## src/design/implicit_list_heap_allocator_unit_defines.svh

```systemverilog
// ----------------------------------------------------------------------------
// implicit_list_heap_allocator_unit_defines
// assertion macros used by the top-level allocator design file
// ----------------------------------------------------------------------------
`ifndef IMPLICIT_LIST_HEAP_ALLOCATOR_UNIT_DEFINES_SVH
`define IMPLICIT_LIST_HEAP_ALLOCATOR_UNIT_DEFINES_SVH

// same-cycle implication under reset
`define ILHA_ASSERT_NOW(label, ante, cons) \
    label: assert property (@(posedge clk) disable iff (!rst_n) (ante) |-> (cons)) \
        else $error("allocator check failed");

// next-cycle implication under reset
`define ILHA_ASSERT_NEXT(label, ante, cons) \
    label: assert property (@(posedge clk) disable iff (!rst_n) (ante) |=> (cons)) \
        else $error("allocator check failed");

`endif

```

## src/design/ilha_pkg.sv

```systemverilog
// ----------------------------------------------------------------------------
// ilha_pkg
// types, constants and sequencer codes of the boundary-tag heap allocator
// ----------------------------------------------------------------------------
`default_nettype none
package ilha_pkg;

    localparam int HEAP_BYTES_DEF = 65536;
    localparam int ADDR_W         = 17;
    localparam int INIT_CHUNK     = 1 << 12;
    localparam int MIN_BLOCK      = 16;
    localparam int HEAP_START     = 8;

    typedef logic [ADDR_W-1:0] addr_t;

    localparam logic [1:0] ST_DONE    = 2'd0;
    localparam logic [1:0] ST_NOSPACE = 2'd1;
    localparam logic [1:0] ST_NULL    = 2'd2;

    localparam logic FUNC_ALLOC = 1'b0;
    localparam logic FUNC_FREE  = 1'b1;

    // sequencer states, also the command to the datapath
    localparam int OP_W = 5;
    localparam logic [OP_W-1:0] S_INIT     = 5'd0;
    localparam logic [OP_W-1:0] S_IDLE     = 5'd1;
    localparam logic [OP_W-1:0] S_FIT_RD   = 5'd2;
    localparam logic [OP_W-1:0] S_FIT_CHK  = 5'd3;
    localparam logic [OP_W-1:0] S_GROW     = 5'd4;
    localparam logic [OP_W-1:0] S_GROW_W2  = 5'd5;
    localparam logic [OP_W-1:0] S_GROW_W3  = 5'd6;
    localparam logic [OP_W-1:0] S_M_RD1    = 5'd7;
    localparam logic [OP_W-1:0] S_M_RD2    = 5'd8;
    localparam logic [OP_W-1:0] S_M_RD3    = 5'd9;
    localparam logic [OP_W-1:0] S_M_CHK    = 5'd10;
    localparam logic [OP_W-1:0] S_M_RD4    = 5'd11;
    localparam logic [OP_W-1:0] S_M_PCHK   = 5'd12;
    localparam logic [OP_W-1:0] S_M_WA     = 5'd13;
    localparam logic [OP_W-1:0] S_M_WB     = 5'd14;
    localparam logic [OP_W-1:0] S_PL_RD    = 5'd15;
    localparam logic [OP_W-1:0] S_PL_CHK   = 5'd16;
    localparam logic [OP_W-1:0] S_PL_W1    = 5'd17;
    localparam logic [OP_W-1:0] S_PL_W2    = 5'd18;
    localparam logic [OP_W-1:0] S_PL_W3    = 5'd19;
    localparam logic [OP_W-1:0] S_PL_W4    = 5'd20;
    localparam logic [OP_W-1:0] S_LIVE_RD  = 5'd21;
    localparam logic [OP_W-1:0] S_LIVE_CHK = 5'd22;
    localparam logic [OP_W-1:0] S_FR_W1    = 5'd23;
    localparam logic [OP_W-1:0] S_FR_W2    = 5'd24;
    localparam logic [OP_W-1:0] S_DONE     = 5'd25;

    typedef struct packed {
        logic [OP_W-1:0] op;
        logic            accept;
    } ilha_cmd_t;

    typedef struct packed {
        logic init_last;
        logic in_func;
        logic in_zero;
        logic func;
        logic bp_end;
        logic s_zero;
        logic fit_hit;
        logic live_ok;
        logic live_cont;
        logic grow_fail;
        logic prev_used;
        logic next_used;
        logic split;
        logic out_busy;
    } ilha_sts_t;

    // heap word contents after reset
    function automatic logic [31:0] init_word(input logic [15:0] idx, input logic fits);
        logic [31:0] w;
        w = 32'd0;
        case (idx)
            16'd1, 16'd2: w = 32'd9;
            16'd3:        w = fits ? 32'(INIT_CHUNK) : 32'd1;
            16'(2 + INIT_CHUNK / 4): w = fits ? 32'(INIT_CHUNK) : 32'd0;
            16'(3 + INIT_CHUNK / 4): w = fits ? 32'd1 : 32'd0;
            default:      w = 32'd0;
        endcase
        return w;
    endfunction

endpackage
`default_nettype wire

```

## src/design/ilha_ctrl.sv

```systemverilog
// ----------------------------------------------------------------------------
// ilha_ctrl
// sequencer for init sweep, first-fit walk, grow, merge, place and free
// ----------------------------------------------------------------------------
`default_nettype none
module ilha_ctrl
    import ilha_pkg::*;
(
    input  wire logic      clk,
    input  wire logic      rst_n,
    input  wire logic      in_valid,
    output logic           in_ready,
    input  wire ilha_sts_t sts,
    output ilha_cmd_t      cmd
);

    logic [OP_W-1:0] state_reg;
    logic [OP_W-1:0] state_next;
    logic [OP_W-1:0] ret_state;

    assign in_ready   = (state_reg == S_IDLE);
    assign cmd.op     = state_reg;
    assign cmd.accept = in_valid && in_ready;
    assign ret_state  = (sts.func == FUNC_FREE) ? S_DONE : S_PL_RD;

    always_comb
    begin
        state_next = state_reg;
        case (state_reg)
            S_INIT:     if (sts.init_last) state_next = S_IDLE;
            S_IDLE:
            begin
                if (in_valid)
                begin
                    if (sts.in_zero)
                        state_next = S_DONE;
                    else if (sts.in_func == FUNC_FREE)
                        state_next = S_LIVE_RD;
                    else
                        state_next = S_FIT_RD;
                end
            end
            S_FIT_RD:   state_next = sts.bp_end ? S_GROW : S_FIT_CHK;
            S_FIT_CHK:
            begin
                if (sts.s_zero)
                    state_next = S_GROW;
                else if (sts.fit_hit)
                    state_next = S_PL_RD;
                else
                    state_next = S_FIT_RD;
            end
            S_GROW:     state_next = sts.grow_fail ? S_DONE : S_GROW_W2;
            S_GROW_W2:  state_next = S_GROW_W3;
            S_GROW_W3:  state_next = S_M_RD1;
            S_M_RD1:    state_next = S_M_RD2;
            S_M_RD2:    state_next = S_M_RD3;
            S_M_RD3:    state_next = S_M_CHK;
            S_M_CHK:
            begin
                if (sts.prev_used && sts.next_used)
                    state_next = ret_state;
                else if (sts.prev_used)
                    state_next = S_M_WA;
                else
                    state_next = S_M_RD4;
            end
            S_M_RD4:    state_next = S_M_PCHK;
            S_M_PCHK:   state_next = S_M_WA;
            S_M_WA:     state_next = S_M_WB;
            S_M_WB:     state_next = ret_state;
            S_PL_RD:    state_next = S_PL_CHK;
            S_PL_CHK:   state_next = S_PL_W1;
            S_PL_W1:    state_next = S_PL_W2;
            S_PL_W2:    state_next = sts.split ? S_PL_W3 : S_DONE;
            S_PL_W3:    state_next = S_PL_W4;
            S_PL_W4:    state_next = S_DONE;
            S_LIVE_RD:  state_next = sts.bp_end ? S_DONE : S_LIVE_CHK;
            S_LIVE_CHK:
            begin
                if (sts.live_ok)
                    state_next = S_FR_W1;
                else if (sts.live_cont)
                    state_next = S_LIVE_RD;
                else
                    state_next = S_DONE;
            end
            S_FR_W1:    state_next = S_FR_W2;
            S_FR_W2:    state_next = S_M_RD1;
            S_DONE:     if (!sts.out_busy) state_next = S_IDLE;
            default:    state_next = S_INIT;
        endcase
    end

    always_ff @(posedge clk or negedge rst_n)
    begin
        if (!rst_n)
            state_reg <= S_INIT;
        else
            state_reg <= state_next;
    end

endmodule
`default_nettype wire

```

## config.mk

```make
export PLATFORM = sky130hd
export DESIGN_NAME = ilha_ctrl
export DESIGN_NICKNAME = d
export VERILOG_FILES = /design/src/design/implicit_list_heap_allocator_unit_defines.svh /design/src/design/ilha_pkg.sv /design/src/design/ilha_ctrl.sv
export SDC_FILE = /design/constraint.sdc
export NUM_CORES = 1
export LEC_CHECK = 0
export BUFFER_PORTS_ARGS = -buffer_cell sky130_fd_sc_hd__buf_2
export CELL_PAD_IN_SITES_DETAIL_PLACEMENT = 1
export CELL_PAD_IN_SITES_GLOBAL_PLACEMENT = 2
export CORE_ASPECT_RATIO = 1.75
export CORE_MARGIN = 10
export CORE_UTILIZATION = 26
export DETAILED_ROUTE_END_ITERATION = 7
export GPL_ROUTABILITY_DRIVEN = 0
export HOLD_SLACK_MARGIN = 0.15
export PLACE_DENSITY = 0.86
export SLEW_MARGIN = 10
export SYNTH_ARGS = -nofsm -noshare
export SYNTH_HDL_FRONTEND = slang
export SYNTH_SLANG_ARGS = --single-unit
```

## constraint.sdc

```tcl
create_clock -name clk -period 3.2 [get_ports clk]
set_clock_uncertainty 0.05 [all_clocks]
set_input_delay 0.32 -clock clk [delete_from_list [all_inputs] [get_ports clk]]
set_output_delay 0.32 -clock clk [all_outputs]
set_load 0.005 [all_outputs]
```

==> results.md, run 1 <==
Place:
- The quantity of I/O buffers inserted on ports is 23.
- Prior to clock tree synthesis, the placed netlist has a worst setup slack of 1.15 ns.
- The HPWL after detailed placement is 2120 um.

Pwr:
- Net switching is about 52% of the power.
- The worst ir drop on vdd is 489 uV.
- The clock network burns between 10% and 20% of the power.
- Summed over all cells, the static leakage comes to 0.370 nW.
- The sequential share of power is about 31%.
- The power density over the cells is a little under 900 nW/um^2.
- The internal power of the cells totals around 0.35 mW.
- The portion of total power attributed to combinational logic is around 53%.
- The switching power is 0.379 mW.

Setup path:
- The endpoint type of the worst setup path is a flop.
- For the worst setup path, the data arrival time is around 2.1 ns.
- In this design, the stage delay of the slowest critical-path cell is 0.75 ns.
- In this run the worst path has a maximum fanout of 24.
- In this run the critical register-to-register path is captured at state_reg[3]$_DFFE_PN0P_.
- STA puts the critical path data required time at approximately 3.3 ns.
- The startpoint of the worst register-to-register path is state_reg[2]$_DFFE_PN0P_.
- The depth of the worst register-to-register path is 5.
- Walking the worst path, the cells encountered are inv_1 -> or4b_1 -> a21oi_1 -> a2111oi_0 -> a21oi_1.
- The cell family contributing the most delay on the critical path is flip-flops.
- The cell at the slowest stage of the critical path is sky130_fd_sc_hd__dfrtp_1.
- The critical path launch point type is a flop.
- For flop-to-flop paths, the worst setup slack is 1.17 ns.
- The most prevalent standard cell on the critical path is sky130_fd_sc_hd__a21oi_1.
- Counting both buffers and inverters, the worst setup path holds a total of 1.
- The setup path with the least slack is of type reg -> reg.

Routing:
- The detailed-route vias per instance is 5.91.
- The routed design has 2670 um of wire.
- The first routing iteration left 20 violations.
- For this block, the via count after detailed routing is ~860.
- The count of unresolved DRC violations after routing is 0.
- For this run, the detailed router's first-pass iteration total came to 4.
- The routed wirelength normalized by instance count is roughly 18 um.
- The remaining number of nets flagged by the antenna check after routing is 0.

Logic synthesis:
- The most frequent cell after synthesis is sky130_fd_sc_hd__nor2_1.
- Ranked by instance count, the synthesized netlist is headed by sky130_fd_sc_hd__nor2_1, sky130_fd_sc_hd__a21oi_1, sky130_fd_sc_hd__nand2_1.
- Of all flip-flops after synthesis, the portion carrying an async set or reset was 100%.
- The post-synthesis register bit count is 5.
- Counting flops with a built-in enable in the synthesized netlist gives 0.
- Synthesis produced 98 cells.
- The sequential cell area fraction in the yosys report is roughly a fifth.
- The number of distinct library cell variants in the gate-level netlist after synthesis is 36.
- The share of synthesized area in the top cell type comes to between 10% and 20%.
- Ranked by total cell area, the synthesized netlist is headed by sky130_fd_sc_hd__dfrtp_1, sky130_fd_sc_hd__a21oi_1, sky130_fd_sc_hd__nor2_1.
- The most common flop cell mapped by yosys is sky130_fd_sc_hd__dfrtp_1.
- Dividing the synthesized area by the synthesized cell count gives just under 7 sq um.
- The count of warnings emitted by yosys is 0.
- The number of nets in the synthesized netlist is about 120.
- The biggest area contributor in the post-synthesis netlist is sky130_fd_sc_hd__dfrtp_1.
- The cell area that synthesis handed to floorplanning was approximately 660 sq um.

Die:
- The number of cell rows is 24.
- The initial core utilization is 26.9%.
- 24 I/O pins were placed.
- The die is slightly below 90 um tall.
- The area of the die is just over 5000 sq um.
- The die is about 58 um wide.
- The core region is between 2000 and 2500 sq um.

STA:
- The slew at the pin with the worst max-slew slack is between 0.6 and 0.7 ns.
- The count of final hold-check violations was 0.
- Based on the critical path, the design can be clocked at up to approximately 490 MHz.
- The accumulated negative setup slack is 0 ns.
- The worst pin sits at a relative slew slack of 56.3%.
- Setup repair after global routing left no endpoint under its margin.
- The final worst setup slack is 1.17 ns.
- The time the final worst path needs with I/O delays and setup is 2.03 ns.
- Setup violations remaining at the end of the flow were counted as 0.
- The portion of the clock cycle consumed by the worst path in the final layout is 63.5%.
- The final number of max-transition violations came to 0.

Clock tree:
- The clock passes through at most 2 buffers.
- The CTS tree is yes.
- For the worst-skew pair, the clock arrives at the later sink with an insertion delay of approximately 0.22 ns.
- In this run, post-CTS repair resized a total of 0 instances.
- In this run the post-CTS setup repair buffer count came out at 0.
- Buffers inserted to repair hold after CTS numbered 1.
- The clock-pin slew on the worst setup and hold paths is ~0.040 ns.
- The buffer cell driving the clock tree root is sky130_fd_sc_hd__clkbuf_8.
- The tree built by TritonCTS fans out to 5 sinks.
- In this run the number of H-tree levels came out at 1.
- Clock tree synthesis inserted a total of 3 buffers.

Global route:
- The total global-route track usage is about a tenth.
- The initial antenna violation count is 0.
- The number of global-route vias before repair was a little over 900.
- The first-pass GRT wire length is between 4000 and 5000 um.
- The remaining global-route overflow is 0.
- The largest net degree at the start of global routing is 25.

Layout:
- In the final layout, the multi-input gates occupy about 480 sq um.
- Across the whole layout, storage elements account for roughly 130 sq um.
- The filler cells instantiated in the layout total approximately 340.
- The proportion of layout cells with a drive suffix above 1 is about a quarter.
- The total number of nets in the final design is 137.
- The register with the most flip-flops in the layout has 5 of them.
- The area growth from synthesis to final layout is 25.8%.
- The number of antenna diodes is 0.

Outcome:
- The flow ran to the end, and the final reports show no timing, DRC or antenna violations.

Hold path:
- The tightest min-delay check is of the in -> reg type.
- The sink of the worst hold path is state_reg[2]$_DFFE_PN0P_.
- The worst hold path begins at sts[12].
- The worst hold path depth is 3.

Run:
- The reported max-cap violation count is 0.
## worst max-delay path by stage
stage	start	endpoint	slack, ns	cells after the start
2_1_floorplan	state_reg[3]$_DFFE_PN0P_	state_reg[3]$_DFFE_PN0P_	1.61	6
3_3_place_gp	state_reg[2]$_DFFE_PN0P_	state_reg[3]$_DFFE_PN0P_	1.23	5
3_5_place_dp	state_reg[2]$_DFFE_PN0P_	state_reg[3]$_DFFE_PN0P_	1.15	5
4_1_cts	state_reg[2]$_DFFE_PN0P_	state_reg[3]$_DFFE_PN0P_	1.15	5
5_1_grt	state_reg[2]$_DFFE_PN0P_	state_reg[3]$_DFFE_PN0P_	1.01	5
6_report	state_reg[2]$_DFFE_PN0P_	state_reg[3]$_DFFE_PN0P_	1.17	5
## layout make-up
| type | count | share of cell area [%] |
|---|---|---|
| inverters | 6 | 2.70 |
| repair buffers | 24 | 15.0 |
| clock buffers | 3 | 4.95 |
| multi-input cells | 80 | 57.9 |
| clock inverters | 1 | 0.600 |
| well taps | 26 | 3.90 |
| flip-flops and latches | 5 | 15.0 |
## placed cells by master, fill, tap and decap left out, drive strengths merged, types with 2 or more instances in the layout
| master | count |
|---|---|
| buf | 23 |
| nor2 | 11 |
| a21oi | 9 |
| nand2 | 8 |
| o21ai | 8 |
| nor3 | 6 |
| inv | 6 |
| dfrtp | 5 |
| a31oi | 4 |
| nand2b | 4 |
| nand4 | 3 |
| o32ai | 3 |
| and3 | 3 |
| clkbuf | 3 |
| nor2b | 2 |
| a2111oi | 2 |
## per-stage QoR
stage               util, %  hold slack (ns)  cells  power [mW]  area [sq um]
floorplan                 -          -0.0256     98       0.482           663
global placement       31.6           0.0839    140       0.616           778
detailed placement     31.6           0.0868    140       0.621           778
CTS                    33.9            0.365    145       0.743           835
global route           33.9            0.393    145       0.809           835
finish                 33.9            0.363    145       0.733           835
## kinds of logic after synthesis
group / after synthesis / share of synthesized area, %
DFF: 5 / 18.9
muxes: 1 / 1.70
and+or+nand+nor: 42 / 33.8
buffers and inverters: 13 / 8.30
AOI/OAI and AO/OA: 37 / 37.4
## worst min-delay path: cells and delay by family
family / cells / cell delay [ns]
AO/OA/AOI/OAI: 1 / 0.08
buffers and inverters: 1 / 0.11
AND/OR/NAND/NOR: 1 / 0.07
## layer usage
metal  part of all wire (%)  track usage, %
met1                     38            11.0
met2                     57            19.9
met3                    3.7            1.90
met4                    1.0            3.00
met5                      0               0
## power groups by stage
stage	clock [mW]	sequential (mW)	combinational (mW)
finish	0.116	0.228	0.389
global route	0.125	0.244	0.441
detailed placement	0	0.230	0.392
global placement	0	0.227	0.390
CTS	0.119	0.228	0.396
floorplan	0	0.130	0.352
(Power assumes the default switching activity.)
==> inputs of run 2 (changes only) <==
--- a/config.mk
+++ b/config.mk
@@ -10,11 +10,11 @@
 export CELL_PAD_IN_SITES_GLOBAL_PLACEMENT = 2
 export CORE_ASPECT_RATIO = 1.75
 export CORE_MARGIN = 10
-export CORE_UTILIZATION = 26
+export CORE_UTILIZATION = 25
 export DETAILED_ROUTE_END_ITERATION = 7
 export GPL_ROUTABILITY_DRIVEN = 0
 export HOLD_SLACK_MARGIN = 0.15
-export PLACE_DENSITY = 0.86
+export PLACE_DENSITY = 0.84
 export SLEW_MARGIN = 10
 export SYNTH_ARGS = -nofsm -noshare
 export SYNTH_HDL_FRONTEND = slang
==> constraint.sdc (replaced) <==
create_clock -name clk -period 1.9 [get_ports clk]
set_clock_uncertainty 0.05 [all_clocks]
set_input_delay 0.19 -clock clk [delete_from_list [all_inputs] [get_ports clk]]
set_output_delay 0.19 -clock clk [all_outputs]
set_load 0.005 [all_outputs]
==> run 2 against run 1 <==
  * Global-route usage increased by 0.96 points
  * Worst setup slack got worse by 1.0 ns
  * Clock power increased by 71%
  * Sequential cell count unchanged
  * Final area increased by 7.2%
  * Clock-buffer cell count increased by 1
  * Non-clock buffer count increased by 8
  * Routed wire length increased by 13%
  * Total power increased by 89%
  * Critical path depth increased by 1
  * Maximum frequency increased by 15%
  * Largest cell class unchanged
==> results.md, run 2 (synthesized netlist as in run 1, its figures left out) <==
Outcome:
- The run finished with clean final reports.

Clock tree:
- The CTS tree is yes.
- In this run the post-CTS setup repair buffer count came out at 0.
- The total clock buffers created by CTS is 3.
- The CTS sink count is 5.
- Clock latency on the worst-skew pair, taken at its later pin, is around 0.22 ns.
- The tree is rooted in a sky130_fd_sc_hd__clkbuf_8.
- The number of levels the H-tree was split into is 1.
- The maximum clock path buffer count is 2.
- Clock-pin slew was measured on the worst setup and hold paths at 0.04 ns.

STA:
- The portion of the clock cycle consumed by the worst path in the final layout is slightly above 90%.
- The number of setup violations in the final report is 0.
- The final number of max-transition violations was 0.
- The count of final hold-check violations is 0.
- The worst pin sits at a relative slew slack of 69.1%.
- The worst hold slack after final layout is roughly 0.23 ns.
- Derived from the worst setup path, the maximum achievable clock frequency is ~560 MHz.
- The time the final worst path needs with I/O delays and setup is about 1.8 ns.
- The slew at the pin with the worst max-slew slack is approximately 0.46 ns.
- Setup repair after global routing left no endpoint under its margin.
- In the final timing run, aggregate negative setup slack is 0 ns.

Layout:
- Leaving out fill and tap cells, the most frequent cell in the layout is sky130_fd_sc_hd__buf_2.
- The sequential standard cell area is ~130 sq um.
- In the layout the commonest cells are sky130_fd_sc_hd__buf_2, sky130_fd_sc_hd__nor2_1, sky130_fd_sc_hd__a21oi_1, sky130_fd_sc_hd__nand2_1, sky130_fd_sc_hd__buf_4.
- Counting the fill cells in the layout gives between 300 and 400.
- The number of flip-flops under the largest register name is 5.
- The proportion of layout cells with a drive suffix above 1 is between 20% and 30%.
- The area growth from synthesis to final layout is 34.9%.
- The repair_antennas step left the layout with diodes totalling 0.
- The multi-input combinational cells in the finished layout cover a total of about 480 sq um.
- The final layout contains around 150 nets.

Global route:
- The number of global-route vias before repair is between 1000 and 1500.
- The largest net degree at the start of global routing is 12.
- The first-pass GRT wire length is about 4800 um.
- The remaining global-route overflow is 0.
- For this run, the total global-route usage over all layers was measured as a little under an eighth.
- The initial antenna violation count is 0.

Setup path:
- Of all nets on the critical path, the largest fanout is 11.
- STA classifies the critical path startpoint as a flop.
- The startpoint of the worst register-to-register path is state_reg[1]$_DFFE_PN0P_.
- At the worst endpoint, the arrival time is 1.85 ns.
- STA classifies the critical path endpoint as a flop.
- The worst setup path is of the reg -> reg kind.
- At the worst endpoint, the required time is about 2.0 ns.
- The depth of the worst register-to-register path is 6.
- The worst register-to-register path has a setup slack of roughly 0.13 ns.
- The endpoint identified for the worst register-to-register timing path is state_reg[2]$_DFFE_PN0P_.

Die:
- In this run the core area contains 24 standard-cell rows.
- In this run the vertical extent of the chip is 88.1 um.
- In this run the horizontal extent of the chip is approximately 59 um.
- The initial core utilization is a little over a quarter.
- 24 I/O pins were placed.
- The region available for standard cell placement spans around 2500 sq um.
- The area of the die is 5190 sq um.

Routing:
- The routed layout has ~940 vias.
- The count of unresolved DRC violations after routing is 0.
- The first-iteration detailed-routing DRC count is 44.
- In the routed layout, each cell is associated on average with a via count of between 6 and 7.
- The routed wirelength normalized by instance count is around 20 um.
- The number of optimization iterations in the first detailed-route pass is 4.
- Summed over all layers, the routed wires come to 3010 um.
- The remaining number of nets flagged by the antenna check after routing is 0.

Place:
- The quantity of I/O buffers inserted on ports is 23.
- The HPWL reported at the end of detailed placement is 2390 um.

Pwr:
- The static leakage is ~0.40 nW.
- The power density over the cells is about 1500 nW/um^2.
- The worst ir drop on vdd is 574 uV.

Hold path:
- The path with the worst hold slack has its endpoint at state_reg[2]$_DFFE_PN0P_.
- The worst hold path depth is 3.
- The worst hold-check path type is in -> reg.
- The startpoint identified for the worst hold timing path is sts[12].

Run:
- The reported max-cap violation count is 0.
## run 2: cell count changes in the layout (fill, tap and decap cells not counted)
cell,change
sky130_fd_sc_hd__clkbuf_1,+1
sky130_fd_sc_hd__dfrtp_2,+1
sky130_fd_sc_hd__buf_4,+8
sky130_fd_sc_hd__dfrtp_1,-1
sky130_fd_sc_hd__clkinv_2,-1
## run 2: final cells by class
type	count	area share [%]
multi-input combinational	80	54.0
timing repair buffer	32	20.7
sequential	5	14.1
clock buffer	4	5.03
tap	26	3.64
inverter	6	2.52
## run 2: worst max-delay path, stage by stage (launching register included)
cell and delay (ns):
sky130_fd_sc_hd__dfrtp_1 0.62, sky130_fd_sc_hd__nand2b_1 0.23, sky130_fd_sc_hd__nand2b_1 0.21, sky130_fd_sc_hd__inv_2 0.07, sky130_fd_sc_hd__a21oi_1 0.20, sky130_fd_sc_hd__nand2_1 0.11, sky130_fd_sc_hd__a31oi_1 0.19
## run 2: worst max-delay path by stage
stage / startpoint / end / slack [ns] / cells after the start
after CTS: state_reg[1]$_DFFE_PN0P_ / state_reg[2]$_DFFE_PN0P_ / 0.18 / 6
after global routing: state_reg[1]$_DFFE_PN0P_ / state_reg[2]$_DFFE_PN0P_ / 0.002 / 6
final: state_reg[1]$_DFFE_PN0P_ / state_reg[2]$_DFFE_PN0P_ / 0.13 / 6
after floorplan: state_reg[3]$_DFFE_PN0P_ / state_reg[3]$_DFFE_PN0P_ / 0.31 / 6
after detailed placement: state_reg[2]$_DFFE_PN0P_ / state_reg[3]$_DFFE_PN0P_ / 0.18 / 5
after global placement: state_reg[2]$_DFFE_PN0P_ / state_reg[3]$_DFFE_PN0P_ / 0.14 / 5
## run 2: where the power goes
part	switching (mW)	internal, mW	total (mW)
combinational	0.503	0.390	0.893
sequential	0.134	0.158	0.293
clock	0.0537	0.144	0.198
total	0.692	0.692	1.38
## run 2: stage by stage
step                instance area (sq um)  utilization, %  setup slack, ns  power (mW)  std cells
floorplan                             663               -            0.311       0.812         98
global placement                      838            33.2            0.143        1.15        148
detailed placement                    838            33.2            0.184        1.16        148
CTS                                   893            35.4            0.181        1.37        153
global route                          895            35.5          0.00153        1.51        153
finish                                895            35.5            0.125        1.38        153
## run 2: metal layers
metal	up-vias	global-route usage, %	share of wire (%)
li1	437	-	-
met1	465	11.3	40
met2	28	21.7	54
met3	6	1.59	3.1
met4	0	5.87	2.7
met5	-	0	0
## run 2: what timing repair did
item                                   CTS  global route
gates resized for setup                  0             1
hold buffers                             1             0
setup endpoints to repair                0             1
endpoints found under the hold margin    5             0
